<file path="src/sv/sem_pkg.sv">
// Shared types, register codes and arithmetic helpers of the Sobel edge magnitude unit.
// Depends on nothing. Every other file of the block but sem_ram imports it.
package sem_pkg;

  localparam int PIX_W  = 24;   // one RGB pixel, red in the top byte
  localparam int CH_W   = 8;    // one color sample
  localparam int GW     = 11;   // signed gradient, spans -1020..1020
  localparam int CFG_DW = 13;   // widest configuration register
  localparam int FW_W   = 11;   // frame_width register
  localparam int FH_W   = 13;   // frame_height register
  localparam int QDEPTH = 4;    // gradient queue entries
  localparam int QAW    = $clog2(QDEPTH);

  localparam logic [FW_W-1:0] FW_RESET = 11'd640;
  localparam logic [FH_W-1:0] FH_RESET = 13'd480;
  localparam logic [GW-1:0]   MAG_MAX  = 11'd255;

  // Configuration register indexes.
  localparam logic REG_FRAME_WIDTH  = 1'b0;
  localparam logic REG_FRAME_HEIGHT = 1'b1;

  // One classified pixel slot, handed from the front to the window stage.
  typedef struct packed {
    logic [PIX_W-1:0] sample;
    logic             top_en;
    logic             mid_en;
    logic             col0;
    logic             emit;
    logic             last;
  } fe_item_t;

  // Gradients of one result, queued between the window stage and the back end.
  typedef struct packed {
    logic signed [GW-1:0] gx_red;
    logic signed [GW-1:0] gy_red;
    logic signed [GW-1:0] gx_green;
    logic signed [GW-1:0] gy_green;
    logic signed [GW-1:0] gx_blue;
    logic signed [GW-1:0] gy_blue;
    logic                 last;
  } grad_t;

  // Horizontal gradient: right column minus left column, middle row doubled.
  function automatic logic signed [GW-1:0] grad_x(input logic [8:0][CH_W-1:0] p);
    logic [GW-1:0] pos;
    logic [GW-1:0] neg;
    pos = GW'(p[2]) + (GW'(p[5]) << 1) + GW'(p[8]);
    neg = GW'(p[0]) + (GW'(p[3]) << 1) + GW'(p[6]);
    return $signed(pos - neg);
  endfunction

  // Vertical gradient: bottom row minus top row, middle column doubled.
  function automatic logic signed [GW-1:0] grad_y(input logic [8:0][CH_W-1:0] p);
    logic [GW-1:0] pos;
    logic [GW-1:0] neg;
    pos = GW'(p[6]) + (GW'(p[7]) << 1) + GW'(p[8]);
    neg = GW'(p[0]) + (GW'(p[1]) << 1) + GW'(p[2]);
    return $signed(pos - neg);
  endfunction

  // (|gx| + |gy|) / 2, saturated to one byte.
  function automatic logic [CH_W-1:0] half_mag(input logic signed [GW-1:0] gx,
                                               input logic signed [GW-1:0] gy);
    logic [GW-1:0] ax;
    logic [GW-1:0] ay;
    logic [GW-1:0] s;
    logic [GW-1:0] half;
    ax   = gx[GW-1] ? GW'(-gx) : GW'(gx);
    ay   = gy[GW-1] ? GW'(-gy) : GW'(gy);
    s    = ax + ay;
    half = s >> 1;
    return (half > MAG_MAX) ? MAG_MAX[CH_W-1:0] : half[CH_W-1:0];
  endfunction

endpackage

</file>
<file path="src/sv/sem_front.sv">
// Front end: input handshake, raster position tracking, item classification and line read.
// Depends on sem_pkg; feeds sem_window through a one-slot stage register.
module sem_front #(
  parameter int MAX_WIDTH  = 1024,
  parameter int MAX_HEIGHT = 4096,
  localparam int CW  = $clog2(MAX_WIDTH),
  localparam int WEW = CW + 1,
  localparam int HEW = $clog2(MAX_HEIGHT + 1),
  localparam int RW  = $clog2(MAX_HEIGHT + 3)
) (
  input  logic                       clk,
  input  logic                       rst_n,
  input  logic                       in_valid,
  output logic                       in_ready,
  input  logic                       in_cmd,
  input  logic [sem_pkg::PIX_W-1:0]  in_pixel,
  input  logic [sem_pkg::FW_W-1:0]   frame_width,
  input  logic [sem_pkg::FH_W-1:0]   frame_height,
  output logic                       rd_en,
  output logic [CW-1:0]              rd_addr,
  output logic                       s1_valid,
  output sem_pkg::fe_item_t          s1_item,
  output logic [CW-1:0]              s1_addr,
  input  logic                       s1_take
);
  import sem_pkg::*;

  logic [CW-1:0]  col_r, col_nxt;
  logic [RW-1:0]  row_r, row_nxt;
  logic           s1_valid_r, s1_valid_nxt;
  fe_item_t       s1_item_r;
  logic [CW-1:0]  s1_addr_r;

  logic [WEW-1:0] w_eff;
  logic [HEW-1:0] h_eff;
  logic [RW-1:0]  hr, h1;
  logic [CW-1:0]  col_a, c;
  logic [RW-1:0]  row_a, r;
  logic [WEW-1:0] c_inc;
  logic           pix, drop, accept, load;
  fe_item_t       item;

  // Effective frame size, clamped to the supported range.
  always_comb begin
    if (frame_width == '0) begin
      w_eff = WEW'(1);
    end else if (32'(frame_width) > MAX_WIDTH) begin
      w_eff = WEW'(MAX_WIDTH);
    end else begin
      w_eff = WEW'(frame_width);
    end
    if (frame_height == '0) begin
      h_eff = HEW'(1);
    end else if (32'(frame_height) > MAX_HEIGHT) begin
      h_eff = HEW'(MAX_HEIGHT);
    end else begin
      h_eff = HEW'(frame_height);
    end
    hr = RW'(h_eff);
    h1 = hr + RW'(1);
  end

  // Current position, repaired if the frame size changed under it.
  always_comb begin
    if ({1'b0, col_r} >= w_eff) begin
      col_a = '0;
      row_a = row_r + RW'(1);
    end else begin
      col_a = col_r;
      row_a = row_r;
    end
    if (row_a > h1 || (row_a == h1 && col_a != '0)) begin
      r = '0;
      c = '0;
    end else begin
      r = row_a;
      c = col_a;
    end
  end

  // Classification of the item at this position.
  always_comb begin
    pix         = r < hr;
    drop        = pix && in_cmd;
    item.sample = pix ? in_pixel : '0;
    item.top_en = r >= RW'(2);
    item.mid_en = (r != '0) && (r <= hr);
    item.col0   = c == '0;
    item.emit   = (r >= RW'(2)) || (r == RW'(1) && c != '0);
    item.last   = r == h1;
    c_inc       = {1'b0, c} + WEW'(1);
  end

  assign in_ready = !s1_valid_r || s1_take;
  assign accept   = in_valid && in_ready;
  assign load     = accept && !drop;
  assign rd_en    = load;
  assign rd_addr  = c;

  always_comb begin
    col_nxt = col_r;
    row_nxt = row_r;
    if (accept) begin
      if (drop) begin
        col_nxt = c;
        row_nxt = r;
      end else if (item.last) begin
        col_nxt = '0;
        row_nxt = '0;
      end else if (c_inc >= w_eff) begin
        col_nxt = '0;
        row_nxt = r + RW'(1);
      end else begin
        col_nxt = c_inc[CW-1:0];
        row_nxt = r;
      end
    end
    if (load) begin
      s1_valid_nxt = 1'b1;
    end else if (s1_take) begin
      s1_valid_nxt = 1'b0;
    end else begin
      s1_valid_nxt = s1_valid_r;
    end
  end

  always_ff @(posedge clk) begin
    if (!rst_n) begin
      col_r      <= '0;
      row_r      <= '0;
      s1_valid_r <= 1'b0;
    end else begin
      col_r      <= col_nxt;
      row_r      <= row_nxt;
      s1_valid_r <= s1_valid_nxt;
    end
  end

  always_ff @(posedge clk) begin
    if (load) begin
      s1_item_r <= item;
      s1_addr_r <= c;
    end
  end

  assign s1_valid = s1_valid_r;
  assign s1_item  = s1_item_r;
  assign s1_addr  = s1_addr_r;

endmodule

</file>
<file path="config.mk">
export PLATFORM = sky130hd
export DESIGN_NAME = sem_front
export DESIGN_NICKNAME = d
export VERILOG_FILES = /design/src/sv/sem_pkg.sv /design/src/sv/sem_front.sv
export SDC_FILE = /design/constraint.sdc
export NUM_CORES = 1
export LEC_CHECK = 0
export ABC_CLOCK_PERIOD_IN_PS = 9400
export BUFFER_PORTS_ARGS = -buffer_cell sky130_fd_sc_hd__buf_2
export CAP_MARGIN = 10
export CORE_MARGIN = 2
export CORE_UTILIZATION = 55
export DETAILED_ROUTE_END_ITERATION = 7
export PLACE_DENSITY_LB_ADDON = 0.15
export SLEW_MARGIN = 10
export SYNTH_ARGS = -nofsm -noshare
export SYNTH_HDL_FRONTEND = slang
export SYNTH_SLANG_ARGS = --single-unit
</file>
<file path="constraint.sdc">
create_clock -name clk -period 9.4 [get_ports clk]
set_clock_uncertainty 0.05 [all_clocks]
set_input_delay 0.47 -clock clk [delete_from_list [all_inputs] [get_ports clk]]
set_output_delay 0.47 -clock clk [all_outputs]
set_load 0.02 [all_outputs]
</file>
[Word level (Yosys, flattened, before mapping)]
Index checks and enable logic that the tools add are counted.
Cells by class
  add/sub/neg operators: 4
  reductions and logical operators: 18
  mux-type cells: 16
  eq/ne operators: 3
  $lt $le $gt $ge: 8
Operator list (number)
  2-to-1 mux 13 bit: 7
  2-to-1 mux 10 bit: 5
  adder 13 x 1 -> 13 bit, second input constant: 3
  == test 13 bit: 2
  2-to-1 mux 11 bit: 2
  nonzero test 10 bit: 2
  == test 13 x 1 -> 1 bit, second input constant: 1
  >= comparator 13 x 2 -> 1 bit, second input constant: 1
  greater-than comparator 13 bit: 1
  greater-than comparator 13 bit, second input constant: 1
  <= comparator 13 bit: 1
  logical NOT 13 bit: 1
  less-than comparator 13 bit: 1
  nonzero test 13 bit: 1
  adder 10 x 1 -> 11 bit, second input constant: 1
  >= comparator 10 x 11 -> 1 bit: 1
  >= comparator 11 bit: 1
  greater-than comparator 11 bit, second input constant: 1
  logical NOT 11 bit: 1
  logical NOT 10 bit: 1
  logical AND 1 bit: 6
  logical OR 1 bit: 3
  logical NOT 1 bit: 2
  2-to-1 mux 1 bit: 2
  nonzero test 2 bit: 1
Word-level totals
  flip-flop bits (word level): 63
  input port bits: 53
  logic and storage cells: 59

[Longest topological paths before layout]
  depth in word-level cells: 14
  depth in mapped cells: 36
  mapped depth without buffers: 33

[Worst setup path before layout]
Ideal clock, no wire load.
  path type: input to register
  start point: input frame_width[6] in the netlist's numbering
  end point: register row_r[12]
  data required time: 9255 ps
  stages on the path: 34
  arrival time: 7526 ps
  path slack: 1729 ps
  path buffers: 2
  cells stage by stage: nor4_1 -> a31oi_1 -> nor2_1 -> ha_1 -> a41oi_1 -> nor3_1 -> o41ai_2 -> or3_1 -> and2_1 -> inv_1 -> ha_1 -> nand4_1 -> or4_1 -> nor4_1 -> a311oi_1 -> clkbuf_1 -> nor2_1 -> clkbuf_1 -> and2_1 -> ha_1 -> nand3_1 -> nor2_1 -> xnor2_1 -> nor2_1 -> ha_1 -> nand4_1 -> o21ai_0 -> o211ai_1 -> a2111oi_0 -> and4_1 -> nand4_1 -> nor3_1 -> xnor2_1 -> a221oi_1
Between the ends
  word-level cells in the longest chain between the ends: 14
  elaborated cells on any way between the ends: 23
RTL lines
  from (decl): RTL line sem_front.sv:17  | input logic [sem_pkg::FW_W-1:0] frame_width,
  greater-than comparator 11 bit: RTL line sem_front.sv:47  | end else if (32'(frame_width) > MAX_WIDTH) begin
  2-to-1 mux 11 bit: RTL line sem_front.sv:47
  2-to-1 mux 11 bit *: RTL line sem_front.sv:45  | if (frame_width == '0) begin
  >= comparator 10 x 11 -> 1 bit *: RTL line sem_front.sv:65  | if ({1'b0, col_r} >= w_eff) begin
  parallel branches: the longest is 4 deep, another holds greater-than comparator 13 bit
  2-to-1 mux 10 bit *: RTL line sem_front.sv:72  | if (row_a > h1 || (row_a == h1 && col_a != '0)) begin
  via rd_addr[1]: RTL line sem_front.sv:20  | output logic [CW-1:0] rd_addr,
  adder 10 x 1 -> 11 bit *: RTL line sem_front.sv:91  | c_inc = {1'b0, c} + WEW'(1);
  >= comparator 11 bit *: RTL line sem_front.sv:110  | end else if (c_inc >= w_eff) begin
  2-to-1 mux 13 bit *: RTL line sem_front.sv:110
  2-to-1 mux 13 bit *: RTL line sem_front.sv:107  | end else if (item.last) begin
  2-to-1 mux 13 bit *: RTL line sem_front.sv:104  | if (drop) begin
  to (signal assigned): RTL line sem_front.sv:134  | row_r <= row_nxt;
  to (decl): RTL line sem_front.sv:29  | logic [RW-1:0] row_r, row_nxt;
Mark *: on every way through the listed nets, which the timed path passes.
A chain may end at the register's enable or synchronous reset.

[Worst setup path after layout]
  start point: input frame_width[2] in the netlist's numbering
  end point: output rd_en
Between the ends
  word-level cells in the longest chain between the ends: 13
  elaborated cells on any way between the ends: 17
RTL lines
  greater-than comparator 11 bit: RTL line sem_front.sv:47
  2-to-1 mux 11 bit: RTL line sem_front.sv:47
  2-to-1 mux 11 bit *: RTL line sem_front.sv:45
  >= comparator 10 x 11 -> 1 bit *: RTL line sem_front.sv:65
  parallel branches: the longest is 4 deep, another holds greater-than comparator 13 bit
  2-to-1 mux 13 bit *: RTL line sem_front.sv:72
  less-than comparator 13 bit *: RTL line sem_front.sv:83  | pix = r < hr;
  logical AND 1 bit *: RTL line sem_front.sv:84  | drop = pix && in_cmd;
  logical NOT 1 bit *: RTL line sem_front.sv:96  | assign load = accept && !drop;
  logical AND 1 bit *: RTL line sem_front.sv:96
  to (decl): RTL line sem_front.sv:19  | output logic rd_en,
Every way passes the cells marked *.

==> impl_metrics.ini <==
[synth]
ys_types = 68
netlist_instances = 588
syn_area_sq_mm = 0.00523
syn_area_per_cell_sq_um = 8.89
ys_async_sr_fraction_pct = 0
yosysWarnings = 0
synth_seq_cells = 63
ys_seq_area_share_pct = 31.6
synth_nets = 696
synth-edff-count = 39
ys.flop_type = edfxtp_1

[global_route]
grt_pass1_wl_microns = 23700
grt_use_total_pct = 29.4
grt_pass1_vias = 4714
grt_max_degree = 27
grt-ovfl-total = 0
antenna_found_initial = 0

[layout]
diodes = 0
nFillCells = 781
drive_above_1_share_pct = 19.6
layout.nets = 797
final_cells = 823
syn_to_final_growth_pct = 15.6

[timing]
worst_slew_pin_slew_ps = 980
final-max-slew-violation-count = 0
period_share_pct = 89.4
period_needed_ps = 8400
maxSlewHeadroom_pct = 34.5
hold_viol_final = 0
max_freq_mhz = 119
rsz0062_at_grt = false
setup_viol = 0
setup_tns_ps = 0

[clocking]
clock_sinks = 63
cts_max_level = 3
clkLatencyLatePin_ps = 340
cts_buffers = 9
clockBufferDepth = 2
path_clk_slew_ps = 70
cts_tree = built
postCtsSetupBuffers = 0
cts_root_buf = clkbuf_8

[power]
internal-power_uw = 490
clkPwrFrac_pct = 32.2
power_frac_comb_pct = 23.1
sequentialPowerShare_pct = 44.8
switchingPower_uw = 215
peakVddDrop_uv = 79.2
power_density_mw_per_mm2 = 117
report.power.total_uw = 705
switching_share_pct = 30.5
p_leak_uw = 0.00267

[worst_setup_path]
startpoint_type = primary input
path_max_fanout = 26
path_class = in2out
arrival_ps = 7880
crit_required_ps = 8880
cp-end-kind = output port

[placed_design]
dp_cells = 807
io_buffers = 104
dp_hpwl_microns = 11700
gp_congestion = 0.994

[floorplanning]
die_h_microns = 102
initial_utilization_pct = 56.6
dieArea_sq_mm = 0.0103
rows = 35
coreArea_sq_mm = 0.00924
die_w_microns = 102
pin_count = 105

[status]
status = completed

[detailed_routing]
vias = 5015
drt_wl_total_microns = 14900
routed_via_density = 6.09
ant_nets = 0
wl_per_cell_microns = 18.1
dr.pass1.iters = 5
drt-initial-drc-count = 361
drc = 0

[worst_hold_path]
hp-class = in2reg

[flow_run]
maxCapViolCount = 0
==> cells in the mapped netlist (12+ instances only) <==
| master | instances | area share [%] |
|---|---|---|
| dfxtp_1 | 24 | 9.2 |
| and2_1 | 41 | 4.9 |
| a21oi_1 | 24 | 2.3 |
| nor3_1 | 12 | 1.1 |
| xor2_1 | 12 | 2.0 |
| clkbuf_1 | 14 | 1.0 |
| nand4_1 | 15 | 1.8 |
| edfxtp_1 | 39 | 22 |
| nor2_1 | 36 | 2.6 |
| o21ai_0 | 17 | 1.6 |
| nand3_1 | 28 | 2.7 |
| xnor2_1 | 28 | 4.7 |
| ha_1 | 55 | 13 |
| nor4_1 | 13 | 1.6 |
| nand2_1 | 56 | 4.0 |
| inv_1 | 39 | 2.8 |
==> state kept, by name, summed over array words and instances (netlist names) <==
name	cells
s1_item	29
s1_valid	1
row_r	13
col_r	10
s1_addr	10
==> per-layer routing <==
metal  global-route usage, %  vias up  share of wire [%]
met1                    37.5     2357                 41
met3                    5.31       41                6.5
met2                    48.7      227                 49
li1                        -     2390                  -
met5                       0        -                  0
met4                    13.0        0                3.5
==> area by class of cell <==
cell class                 instances  area, sq um  share of cell area (%)
clock buffer                      10          128                    2.11
multi-input combinational        465         3330                    55.1
tap                              129          161                    2.67
sequential                        63         1650                    27.3
timing repair buffer             110          566                    9.35
clock inverter                     6         61.3                    1.01
inverter                          40          150                    2.48
==> power groups by stage <==
stage          sequential [uW]  clock (uW)  combinational [uW]
6_report                   315         227                 162
5_1_grt                    317         238                 180
4_1_cts                    315         227                 161
3_5_place_dp               322           0                 160
3_3_place_gp               321           0                 158
2_1_floorplan              332           0                94.9
==> layout by cell type, fill, tap and decap left out, types with 4 or more instances in the layout <==
| cell | netlist | layout |
|---|---|---|
| nand2b_1 | 9 | 9 |
| nand2_1 | 56 | 56 |
| nand4_1 | 15 | 15 |
| and2_1 | 41 | 41 |
| dfxtp_1 | 24 | 24 |
| a32o_1 | 9 | 9 |
| xnor2_1 | 28 | 28 |
| edfxtp_1 | 39 | 39 |
| a211oi_1 | 4 | 4 |
| o211ai_1 | 6 | 6 |
| nor2_1 | 36 | 35 |
| nor2b_1 | 4 | 4 |
| a211o_1 | 4 | 4 |
| a2111oi_0 | 4 | 4 |
| nor4_1 | 13 | 13 |
| buf_4 | 0 | 6 |
| and3_1 | 5 | 5 |
| nor3_1 | 12 | 12 |
| o21ai_0 | 17 | 17 |
| and4_1 | 6 | 6 |
| buf_2 | 1 | 104 |
| ha_1 | 55 | 55 |
| a22o_1 | 7 | 7 |
| or3_1 | 7 | 7 |
| a21oi_1 | 24 | 24 |
| nand3_1 | 28 | 28 |
| xor2_1 | 12 | 12 |
| inv_1 | 39 | 39 |
| a41oi_1 | 4 | 4 |
| o21a_1 | 4 | 4 |
| clkbuf_8 | 0 | 9 |
| a31oi_1 | 4 | 4 |
==> cells by family after synthesis <==
kind of cell | count (synthesis) | synth area share [%]
flip-flops | 63 | 31.6
AND/OR/NAND/NOR | 247 | 26.0
AO/OA/AOI/OAI | 118 | 16.8
adder cells (fa/ha/maj) | 55 | 13.2
multiplexers | 5 | 1.01
buffers and inverters | 60 | 4.79
XOR/XNOR | 40 | 6.70
==> repair_timing <==
action                                 CTS  global route
endpoints found under the hold margin    0             0
setup endpoints to repair                0             1
hold buffers                             0             0
resized for setup                        0             1
==> critical path: stages <==
cell and delay, ps:
buf_2 110, nor4_1 300, a31oi_1 120, nor2_1 210, ha_1 280, a41oi_1 250, nor3_1 120, o41ai_2 640
or3_1 220, and2_1 250, inv_1 80, ha_1 330, nand4_1 110, or4_1 600, a311oi_1 280, buf_4 240
and2_1 520, nor2_1 250, ha_1 370, a21oi_1 90, o211a_1 260, a211oi_1 280, a21oi_1 110, buf_4 210
nand2_1 360, nand2_1 120, inv_1 420, buf_2 270
==> stage by stage <==
stage	instance area (sq um)	worst slack, ps	utilization [%]	hold WS [ps]
6_report	6050	998	65.4	355
3_3_place_gp	5860	1030	63.4	453
3_5_place_dp	5860	656	63.4	477
4_1_cts	6040	983	65.4	344
2_1_floorplan	5230	1730	-	415
5_1_grt	6050	199	65.4	344
==> final timing paths <==
kind                            slack [ps]  depth (start not counted)           to      startpoint
worst max-delay path                  1000                         28        rd_en  frame_width[2]
worst max register to register        1270                         33    row_r[12]        col_r[0]
worst min register to register         510                          2    row_r[12]       row_r[12]
worst min-delay path                   360                          2  s1_item[27]    in_pixel[22]
Power figures use the tool's default switching activity.
